<file path="config.mk">
export PLATFORM = sky130hd
export DESIGN_NAME = gps_week_time_to_calendar
export DESIGN_NICKNAME = d
export VERILOG_FILES = /design/src/design/gwc_pkg.sv /design/src/design/gwc_ctrl.sv /design/src/design/gwc_front.sv /design/src/design/gwc_tod.sv /design/src/design/gwc_date.sv /design/src/design/gps_week_time_to_calendar.sv
export SDC_FILE = /design/constraint.sdc
export NUM_CORES = 2
export LEC_CHECK = 0
export BUFFER_PORTS_ARGS = -buffer_cell sky130_fd_sc_hd__buf_2
export CAP_MARGIN = 20
export CORE_MARGIN = 2
export CORE_UTILIZATION = 55
export CTS_CLUSTER_DIAMETER = 50
export CTS_CLUSTER_SIZE = 28
export DETAILED_ROUTE_END_ITERATION = 10
export PLACE_DENSITY = 0.75
export SLEW_MARGIN = 20
export SYNTH_ARGS = -nofsm -noshare
export SYNTH_HDL_FRONTEND = slang
export SYNTH_HIERARCHICAL = 1
export SYNTH_SLANG_ARGS = --single-unit
</file>
<file path="constraint.sdc">
create_clock -name clk -period 18.4 [get_ports clk]
set_clock_uncertainty 0.1 [all_clocks]
set_input_delay 2.76 -clock clk [delete_from_list [all_inputs] [get_ports clk]]
set_output_delay 2.76 -clock clk [all_outputs]
set_load 0.005 [all_outputs]
</file>
<file path="src/design/gwc_pkg.sv">
// Shared widths, constants and types for the GPS week time to calendar converter.
package gwc_pkg;

  typedef logic [63:0] wide_t;

  localparam int FRAC_BITS = 20;
  localparam int WEEK_BITS = 16;

  // Field widths
  localparam int WEEK_IN_W = 16;
  localparam int SOW_W     = 40;
  localparam int SEC_W     = SOW_W - FRAC_BITS;
  localparam int YEAR_W    = 12;
  localparam int MONTH_W   = 4;
  localparam int DAY_W     = 5;
  localparam int HOUR_W    = 5;
  localparam int MIN_W     = 6;
  localparam int MS_W      = 26;

  localparam int IN_TDATA_W  = 56;
  localparam int OUT_TDATA_W = 64;

  localparam int NSTG = 7;
  typedef logic [NSTG-1:0] stage_vec_t;

  localparam wide_t SEC_PER_MIN  = 64'd60;
  localparam wide_t SEC_PER_HOUR = 64'd3600;
  localparam wide_t SEC_PER_DAY  = 64'd86400;
  localparam wide_t SEC_PER_WEEK = 64'd604800;
  localparam wide_t GPS_DAY0     = 64'd2444245;
  localparam wide_t JD_OFS       = 64'd68569;
  localparam wide_t C_146097     = 64'd146097;
  localparam wide_t C_1461001    = 64'd1461001;
  localparam wide_t C_2447       = 64'd2447;

  localparam int DOW_W = 3;

  // Time of day
  localparam int    SOD_W  = $clog2(SEC_PER_DAY);
  localparam int    REM_W  = $clog2(SEC_PER_HOUR);
  localparam int    HR_S   = SOD_W + $clog2(SEC_PER_HOUR);
  localparam wide_t HR_M   = ((64'd1 << HR_S) + SEC_PER_HOUR - 64'd1) / SEC_PER_HOUR;
  localparam int    HR_M_W = $clog2(HR_M + 64'd1);
  localparam int    HR_P_W = SOD_W + HR_M_W;
  localparam int    MN_S   = REM_W + $clog2(SEC_PER_MIN);
  localparam wide_t MN_M   = ((64'd1 << MN_S) + SEC_PER_MIN - 64'd1) / SEC_PER_MIN;
  localparam int    MN_M_W = $clog2(MN_M + 64'd1);
  localparam int    MN_P_W = REM_W + MN_M_W;

  // Day number to date
  localparam wide_t L1_MAX = ((64'd1 << WEEK_BITS) - 64'd1) * 64'd7 + 64'd6 + GPS_DAY0 + JD_OFS;
  localparam int    L1_W   = $clog2(L1_MAX + 64'd1);
  localparam wide_t N_MAX  = (64'd4 * L1_MAX) / C_146097;
  localparam int    N_W    = $clog2(N_MAX + 64'd1);
  localparam int    N_S    = L1_W + $clog2(C_146097);
  localparam wide_t N_M    = ((64'd4 << N_S) + C_146097 - 64'd1) / C_146097;
  localparam int    N_M_W  = $clog2(N_M + 64'd1);
  localparam int    N_P_W  = L1_W + N_M_W;

  localparam int    L2_W   = 16;
  localparam int    I_W    = 7;
  localparam int    I_S    = L2_W + $clog2(C_1461001);
  localparam wide_t I_M    = ((64'd4000 << I_S) + C_1461001 - 64'd1) / C_1461001;
  localparam int    I_M_W  = $clog2(I_M + 64'd1);
  localparam int    I_P_W  = L2_W + I_M_W;

  localparam int    L3_W   = 10;
  localparam int    J_W    = 6;
  localparam int    J_S    = L3_W + $clog2(C_2447);
  localparam wide_t J_M    = ((64'd80 << J_S) + C_2447 - 64'd1) / C_2447;
  localparam int    J_M_W  = $clog2(J_M + 64'd1);
  localparam int    J_P_W  = L3_W + J_M_W;
  localparam int    JD_S   = J_W + $clog2(64'd80);
  localparam wide_t JD_M   = ((C_2447 << JD_S) + 64'd79) / 64'd80;
  localparam int    JD_M_W = $clog2(JD_M + 64'd1);
  localparam int    JD_P_W = J_W + JD_M_W;
  localparam int    YI_W   = N_W + 8;

endpackage

</file>
<file path="src/design/gwc_ctrl.sv">
// Valid bits and per-stage load enables for the conversion pipeline.
module gwc_ctrl (
  input  logic               clk,
  input  logic               rst,
  input  logic               in_valid,
  output logic               in_ready,
  output logic               out_valid,
  input  logic               out_ready,
  output gwc_pkg::stage_vec_t en
);
  import gwc_pkg::*;

  stage_vec_t vld;

  // A stage loads when it is empty or the stage after it loads too.
  always_comb begin
    en[NSTG-1] = ~vld[NSTG-1] | out_ready;
    for (int k = NSTG - 2; k >= 0; k--) begin
      en[k] = ~vld[k] | en[k+1];
    end
  end

  always_ff @(posedge clk) begin
    if (rst) begin
      vld <= '0;
    end else begin
      if (en[0]) begin
        vld[0] <= in_valid;
      end
      for (int k = 1; k < NSTG; k++) begin
        if (en[k]) begin
          vld[k] <= vld[k-1];
        end
      end
    end
  end

  assign in_ready  = en[0];
  assign out_valid = vld[NSTG-1];

  a_drain_frees_all: assert property (@(posedge clk) disable iff (rst)
    out_ready |-> (&en))
    else $error("taken output did not free every stage");

  a_full_blocks: assert property (@(posedge clk) disable iff (rst)
    (&vld) && !out_ready |-> !in_ready)
    else $error("full stalled pipe took an item");

  a_stall_keeps: assert property (@(posedge clk) disable iff (rst)
    vld[NSTG-1] && !out_ready |=> vld[NSTG-1])
    else $error("stalled result lost");

endmodule

</file>
<file path="src/design/gwc_front.sv">
// Input stage: range check, day of week split, seconds of day and shifted day number.
module gwc_front (
  input  logic                          clk,
  input  logic                          en,
  input  logic [gwc_pkg::WEEK_IN_W-1:0] week,
  input  logic [gwc_pkg::SOW_W-1:0]     sow,
  output logic                          err,
  output logic [gwc_pkg::FRAC_BITS-1:0] frac,
  output logic [gwc_pkg::SOD_W-1:0]     sod,
  output logic [gwc_pkg::L1_W-1:0]      l1
);
  import gwc_pkg::*;

  logic [SEC_W-1:0]  secs;
  logic [DOW_W-1:0]  dow;
  logic              err_next;
  logic [SOD_W-1:0]  sod_next;
  logic [L1_W-1:0]   l1_next;

  always_comb begin
    secs = sow[SOW_W-1:FRAC_BITS];
    dow  = '0;
    // parallel threshold compares, only meaningful below one week
    for (int k = 1; k < 7; k++) begin
      if (64'(secs) >= 64'(k) * SEC_PER_DAY) begin
        dow = DOW_W'(k);
      end
    end
    err_next = 64'(secs) >= SEC_PER_WEEK;
    sod_next = SOD_W'(64'(secs) - 64'(dow) * SEC_PER_DAY);
    l1_next  = L1_W'(64'(week[WEEK_BITS-1:0]) * 64'd7 + 64'(dow) + GPS_DAY0 + JD_OFS);
  end

  always_ff @(posedge clk) begin
    if (en) begin
      err  <= err_next;
      frac <= sow[FRAC_BITS-1:0];
      sod  <= sod_next;
      l1   <= l1_next;
    end
  end

endmodule

</file>
<file path="src/design/gwc_tod.sv">
// Time of day pipeline: hour, minute and fixed point seconds from seconds of day.
module gwc_tod (
  input  logic                          clk,
  input  gwc_pkg::stage_vec_t           en,
  input  logic                          err,
  input  logic [gwc_pkg::FRAC_BITS-1:0] frac,
  input  logic [gwc_pkg::SOD_W-1:0]     sod,
  output logic                          range_error,
  output logic [gwc_pkg::HOUR_W-1:0]    hour,
  output logic [gwc_pkg::MIN_W-1:0]     minute,
  output logic [gwc_pkg::MS_W-1:0]      msec
);
  import gwc_pkg::*;

  logic [HR_P_W-1:0]    hr_p1;
  logic [SOD_W-1:0]     sod1;
  logic [FRAC_BITS-1:0] frac1, frac2, frac3, frac4, frac5;
  logic                 err1, err2, err3, err4, err5;
  logic [HOUR_W-1:0]    hr2, hr3, hr4, hr5;
  logic [REM_W-1:0]     rem2, rem3;
  logic [MN_P_W-1:0]    mn_p3;
  logic [MIN_W-1:0]     mn4, mn5, sc4, sc5;

  logic [HOUR_W-1:0]    hr_q;
  logic [REM_W-1:0]     rem_next;
  logic [MIN_W-1:0]     mn_q;
  logic [MIN_W-1:0]     sc_next;

  always_comb begin
    hr_q     = HOUR_W'(hr_p1 >> HR_S);
    rem_next = REM_W'(64'(sod1) - 64'(hr_q) * SEC_PER_HOUR);
    mn_q     = MIN_W'(mn_p3 >> MN_S);
    sc_next  = MIN_W'(64'(rem3) - 64'(mn_q) * SEC_PER_MIN);
  end

  always_ff @(posedge clk) begin
    if (en[1]) begin
      hr_p1 <= HR_P_W'(sod) * HR_M[HR_P_W-1:0];
      sod1  <= sod;
      frac1 <= frac;
      err1  <= err;
    end
    if (en[2]) begin
      hr2   <= hr_q;
      rem2  <= rem_next;
      frac2 <= frac1;
      err2  <= err1;
    end
    if (en[3]) begin
      mn_p3 <= MN_P_W'(rem2) * MN_M[MN_P_W-1:0];
      hr3   <= hr2;
      rem3  <= rem2;
      frac3 <= frac2;
      err3  <= err2;
    end
    if (en[4]) begin
      mn4   <= mn_q;
      sc4   <= sc_next;
      hr4   <= hr3;
      frac4 <= frac3;
      err4  <= err3;
    end
    if (en[5]) begin
      mn5   <= mn4;
      sc5   <= sc4;
      hr5   <= hr4;
      frac5 <= frac4;
      err5  <= err4;
    end
    if (en[6]) begin
      range_error <= err5;
      hour        <= err5 ? '0 : hr5;
      minute      <= err5 ? '0 : mn5;
      msec        <= err5 ? '0 : MS_W'({sc5, frac5});
    end
  end

endmodule

</file>
<file path="src/design/gwc_date.sv">
// Date pipeline: shifted day number to Gregorian year, month and day.
module gwc_date (
  input  logic                        clk,
  input  gwc_pkg::stage_vec_t         en,
  input  logic [gwc_pkg::L1_W-1:0]    l1,
  output logic [gwc_pkg::YEAR_W-1:0]  year,
  output logic [gwc_pkg::MONTH_W-1:0] month,
  output logic [gwc_pkg::DAY_W-1:0]   day
);
  import gwc_pkg::*;

  logic [N_P_W-1:0]  n_p1;
  logic [L1_W-1:0]   l1_1;
  logic [N_W-1:0]    n2, n3, n4, n5;
  logic [L2_W-1:0]   l2_2, l2_3;
  logic [I_P_W-1:0]  i_p3;
  logic [I_W-1:0]    i4, i5;
  logic [L3_W-1:0]   l3_4, l3_5;
  logic [J_P_W-1:0]  j_p5;

  logic [N_W-1:0]    n_q;
  logic [L2_W-1:0]   l2_next;
  logic [I_W-1:0]    i_q;
  logic [L3_W-1:0]   l3_next;
  logic [J_W-1:0]    j_q;
  logic [JD_P_W-1:0] jd_p;
  logic              l4;
  logic [YI_W-1:0]   y_full;
  logic [DAY_W-1:0]  day_next;
  logic [MONTH_W-1:0] month_next;

  always_comb begin
    n_q     = N_W'(n_p1 >> N_S);
    l2_next = L2_W'(64'(l1_1) - ((64'(n_q) * C_146097 + 64'd3) >> 2));
    i_q     = I_W'(i_p3 >> I_S);
    l3_next = L3_W'(64'(l2_3) + 64'd31 - ((64'(i_q) * 64'd1461) >> 2));
    j_q     = J_W'(j_p5 >> J_S);
    jd_p    = JD_P_W'(j_q) * JD_M[JD_P_W-1:0];
    day_next = DAY_W'(64'(l3_5) - 64'(jd_p >> JD_S));
    l4      = j_q >= J_W'(11);
    month_next = MONTH_W'(j_q + J_W'(2) - (l4 ? J_W'(12) : J_W'(0)));
    y_full  = YI_W'(n5) * YI_W'(100) - YI_W'(4900) + YI_W'(i5) + YI_W'(l4);
  end

  always_ff @(posedge clk) begin
    if (en[1]) begin
      n_p1 <= N_P_W'(l1) * N_M[N_P_W-1:0];
      l1_1 <= l1;
    end
    if (en[2]) begin
      n2   <= n_q;
      l2_2 <= l2_next;
    end
    if (en[3]) begin
      i_p3 <= I_P_W'({1'b0, l2_2} + 17'd1) * I_M[I_P_W-1:0];
      n3   <= n2;
      l2_3 <= l2_2;
    end
    if (en[4]) begin
      i4   <= i_q;
      l3_4 <= l3_next;
      n4   <= n3;
    end
    if (en[5]) begin
      j_p5 <= J_P_W'(l3_4) * J_M[J_P_W-1:0];
      l3_5 <= l3_4;
      i5   <= i4;
      n5   <= n4;
    end
    if (en[6]) begin
      year  <= YEAR_W'(y_full);
      month <= month_next;
      day   <= day_next;
    end
  end

endmodule

</file>
<file path="src/design/gps_week_time_to_calendar.sv">
// Top level: GPS week and seconds of week to Gregorian date and time of day.
//
// Input stream s_axis carries one timestamp per item: the full GPS week
// number and seconds of week as fixed point with 20 fraction bits. Output
// stream m_axis carries one result per item: year, month, day, hour, minute
// and seconds within the minute (20 fraction bits, truncated), with
// m_axis_tuser flagging seconds of week at or beyond one week; a flagged
// result has all tdata fields zero.
// Seven register stages: the input stage, then the time of day and date
// pipelines side by side behind it.
// One item per cycle sustained while m_axis is not stalled: every stage holds
// at most one multiply by a reciprocal constant, followed by a subtract.
// Each stage has its own valid bit, so while the receiver stalls the empty
// stages still fill and s_axis_tready drops only once every stage is full.
// Synchronous reset empties the pipeline; no other state is kept.
module gps_week_time_to_calendar (
  input  logic                            clk,
  input  logic                            rst,
  input  logic                            s_axis_tvalid,
  output logic                            s_axis_tready,
  // gps_week[15:0], week_seconds[55:16]
  input  logic [gwc_pkg::IN_TDATA_W-1:0]  s_axis_tdata,
  output logic                            m_axis_tvalid,
  input  logic                            m_axis_tready,
  // cal_year[11:0], cal_month[15:12], cal_day[20:16], day_hour[25:21],
  // day_minute[31:26], minute_seconds[57:32], zero[63:58]
  output logic [gwc_pkg::OUT_TDATA_W-1:0] m_axis_tdata,
  // range_error[0]
  output logic                            m_axis_tuser
);
  import gwc_pkg::*;

  stage_vec_t           en;
  logic                 err0;
  logic [FRAC_BITS-1:0] frac0;
  logic [SOD_W-1:0]     sod0;
  logic [L1_W-1:0]      l1_0;
  logic                 range_error;
  logic [HOUR_W-1:0]    hour;
  logic [MIN_W-1:0]     minute;
  logic [MS_W-1:0]      msec;
  logic [YEAR_W-1:0]    year;
  logic [MONTH_W-1:0]   month;
  logic [DAY_W-1:0]     day;
  logic [YEAR_W-1:0]    year_g;
  logic [MONTH_W-1:0]   month_g;
  logic [DAY_W-1:0]     day_g;

  gwc_ctrl u_ctrl (
    .clk       (clk),
    .rst       (rst),
    .in_valid  (s_axis_tvalid),
    .in_ready  (s_axis_tready),
    .out_valid (m_axis_tvalid),
    .out_ready (m_axis_tready),
    .en        (en)
  );

  gwc_front u_front (
    .clk  (clk),
    .en   (en[0]),
    .week (s_axis_tdata[WEEK_IN_W-1:0]),
    .sow  (s_axis_tdata[WEEK_IN_W +: SOW_W]),
    .err  (err0),
    .frac (frac0),
    .sod  (sod0),
    .l1   (l1_0)
  );

  gwc_tod u_tod (
    .clk         (clk),
    .en          (en),
    .err         (err0),
    .frac        (frac0),
    .sod         (sod0),
    .range_error (range_error),
    .hour        (hour),
    .minute      (minute),
    .msec        (msec)
  );

  gwc_date u_date (
    .clk   (clk),
    .en    (en),
    .l1    (l1_0),
    .year  (year),
    .month (month),
    .day   (day)
  );

  assign year_g  = range_error ? '0 : year;
  assign month_g = range_error ? '0 : month;
  assign day_g   = range_error ? '0 : day;

  assign m_axis_tdata = OUT_TDATA_W'({msec, minute, hour, day_g, month_g, year_g});
  assign m_axis_tuser = range_error;

  a_err_zero: assert property (@(posedge clk) disable iff (rst)
    m_axis_tvalid && m_axis_tuser |-> m_axis_tdata == '0)
    else $error("flagged item carries non-zero fields");

  a_date_ok: assert property (@(posedge clk) disable iff (rst)
    m_axis_tvalid && !m_axis_tuser |->
      month >= MONTH_W'(1) && month <= MONTH_W'(12) && day >= DAY_W'(1))
    else $error("date out of range");

  a_time_ok: assert property (@(posedge clk) disable iff (rst)
    m_axis_tvalid && !m_axis_tuser |->
      hour < HOUR_W'(24) && minute < MIN_W'(60) &&
      msec[MS_W-1:FRAC_BITS] < (MS_W - FRAC_BITS)'(60))
    else $error("time of day out of range");

endmodule

</file>
==> results_dict.tcl <==
set metrics [dict create \
    critPathKind "reg2reg" \
    area_growth_pct 7.50 \
    antenna_found_initial 0 \
    synth-seq-cells 434 \
    finalSetupViolCount 0 \
    dr.pass1.iters 5 \
    grt_setup_unrepaired "false" \
    period_share 0.437 \
    status "complete, no violations" \
    grt_max_degree 64 \
    drive_gt1_frac 0.0629 \
    endpoint_kind "register" \
    synthArstFlopShare 0 \
    clk-insertion-delay-late_ns 0.60 \
    dp_hpwl_mm 81.7 \
    path_clk_slew_ns 0.08 \
    start_util 0.554 \
    hold_buffers 0 \
    post-route-util 0.595 \
    syn_inst 4115 \
    hold_viol 0 \
    wl_mm 96.8 \
    post_cts_buffers 0 \
    synth.distinct_cells 83 \
    syn_area_um2 47100 \
    arrival_ns 8.27 \
    grt.overflow.total 0 \
    cts.sinks 434 \
    cap_violations 0 \
    cts_buffers 40 \
    gp_congestion 1.01 \
    cts_buffer_depth 3 \
    synth_edf_count 427 \
    synth_top_area_share 0.272 \
    dieArea_um2 88000 \
    via_count 28600 \
    timing.hold.ws_ns 0.306 \
    fin_setup_tns_ns 0 \
    drc 0 \
    die_x_um 297 \
    initialDrtViolationCount 1612 \
    worst_slack_ns 10.36 \
    dp_worst_setup_slack_ns 10.34 \
    grt_use_total 0.232 \
    synth_flop_cell "edfxtp_1" \
    viasPerCell 5.25 \
    core_area_um2 85000 \
    cts-root-buf "clkbuf_16" \
    postCtsResizedCells 0 \
    io_buffers 120 \
    routedWlPerCell_um 17.8 \
    relSlewSlack 0.367 \
    crit_path_max_fanout 14 \
    num-nets-final 5819 \
    fmax_mhz 124 \
    hp-class "reg2reg" \
    htreeDepth 2 \
    die-height_um 297 \
    yosysTopAreaCell "edfxtp_1" \
    grt_pass1_wl_mm 159 \
    first_global_vias 30700 \
    cts_tree "yes" \
    io_pins 127 \
    yosysWarnings 6 \
    worstMarginPinSlew_ns 0.949 \
    seq_area_frac_synth 0.275 \
    startpoint_type "register" \
    fin_crit_ns 8.04 \
    ant_nets 0 \
    row_count 107 \
    slew_viol_final 0 \
    synth.avg_cell_area_um2 11.4 \
    synth_top_cells_by_area "edfxtp_1, fa_1, ha_1" \
    regArea_um2 13000 \
    nFillCells 6805 \
    required_ns 18.63 \
    multi_input_area_um2 29900 \
    n_antenna_cell 0 \
]
## cells in the mapped netlist (18+ instances only)
library cell	count
a21o_1	57
nand2_1	86
nor3_1	26
xnor2_1	128
edfxtp_1	427
nand4_1	36
o21bai_1	19
a21oi_1	159
ha_1	911
nor2b_1	58
o21ai_0	76
nand3_1	31
xor2_1	52
inv_1	1099
o211ai_1	18
nor2b_2	20
nor2_1	91
fa_1	573
## registers in the layout, indices dropped and copies added, names as in the netlist, 10 cells and up
register,count
u_tod/frac1,20
u_front/frac,20
u_date/year,12
u_tod/frac4,20
u_tod/rem2,12
u_date/l3_4,10
u_tod/frac5,20
u_tod/frac3,20
u_tod/frac2,20
u_date/l1_1,16
u_date/l2_2,16
u_date/l2_3,10
u_front/sod,17
u_tod/sod1,11
u_tod/msec,26
u_front/l1,21
## metal layers
| metal | up-vias | wire [um] | global-route usage |
|---|---|---|---|
| li1 | 13800 | - | - |
| met1 | 14000 | 42700 | 0.313 |
| met2 | 662 | 46300 | 0.393 |
| met3 | 168 | 4830 | 0.0327 |
| met4 | 0 | 2930 | 0.0676 |
| met5 | - | 0 | 0 |
## placed cells by master, fill, tap and decap left out, types with 58 or more instances in the layout
cell,netlist,final
inv_1,1099,1097
ha_1,911,911
fa_1,573,573
edfxtp_1,427,427
a21oi_1,159,159
xnor2_1,128,127
buf_2,1,120
nor2_1,91,91
nand2_1,86,83
o21ai_0,76,76
nor2b_1,58,58
## path summary, 6_finish.rpt
kind,start,slack (ns),end,depth (start not counted)
worst max-delay path,u_date/l2_2[0],10.36,u_date/i_p3[40],25
worst min-delay path,u_date/n2[6],0.31,u_date/n3[6],0
worst max register to register,u_date/l2_2[0],10.36,u_date/i_p3[40],25
worst min register to register,u_date/n2[6],0.31,u_date/n3[6],0
## logic make-up (layout without fill, tap and decap cells)
kind of cell | count (synthesis) | count (layout) | synth area share
xor gates and xnor gates | 180 | 180 | 0.0335
DFF | 434 | 434 | 0.275
AOI/OAI and AO/OA | 464 | 464 | 0.0654
other | 2 | 7 | 0.000160
adders and majority gates | 1484 | 1484 | 0.486
and+or+nand+nor | 432 | 432 | 0.0495
buffers and inverters | 1119 | 1305 | 0.0905
## metrics by stage
step           cells  cell area [um2]
6_report        5450            50600
5_1_grt         5450            50600
4_1_cts         5449            50600
3_5_place_dp    5376            49100
3_3_place_gp    5376            49100
2_1_floorplan   4120            47100
## worst max-delay path, cell delays in order, from the launching register on
cell      delay [ns]
edfxtp_1        0.72
ha_1            0.34
nand2_1         0.15
nor2_1          0.15
nand4_1         0.23
nor2_1          0.18
xor2_1          0.66
ha_1            0.37
inv_1           0.14
fa_1            0.59
inv_1           0.07
fa_1            0.53
inv_1           0.06
fa_1            0.51
fa_1            0.54
fa_1            0.54
inv_1           0.04
ha_1            0.32
inv_1           0.05
o21ai_0         0.17
a21oi_1         0.12
o31ai_1         0.10
nand4_1         0.20
a311oi_1        0.65
nor2_1          0.13
xnor2_1         0.15
## final cells by class
class,count,share of cell area
inverters,1101,0.0816
repair buffers,131,0.0136
flip-flops and latches,434,0.256
multi-input cells,2567,0.591
clock inverters,33,0.00994
well taps,1144,0.0283
clock buffers,40,0.0198
Power is not shown: default switching activity piles up to over one toggle a cycle in this logic, so the estimate is an artifact.
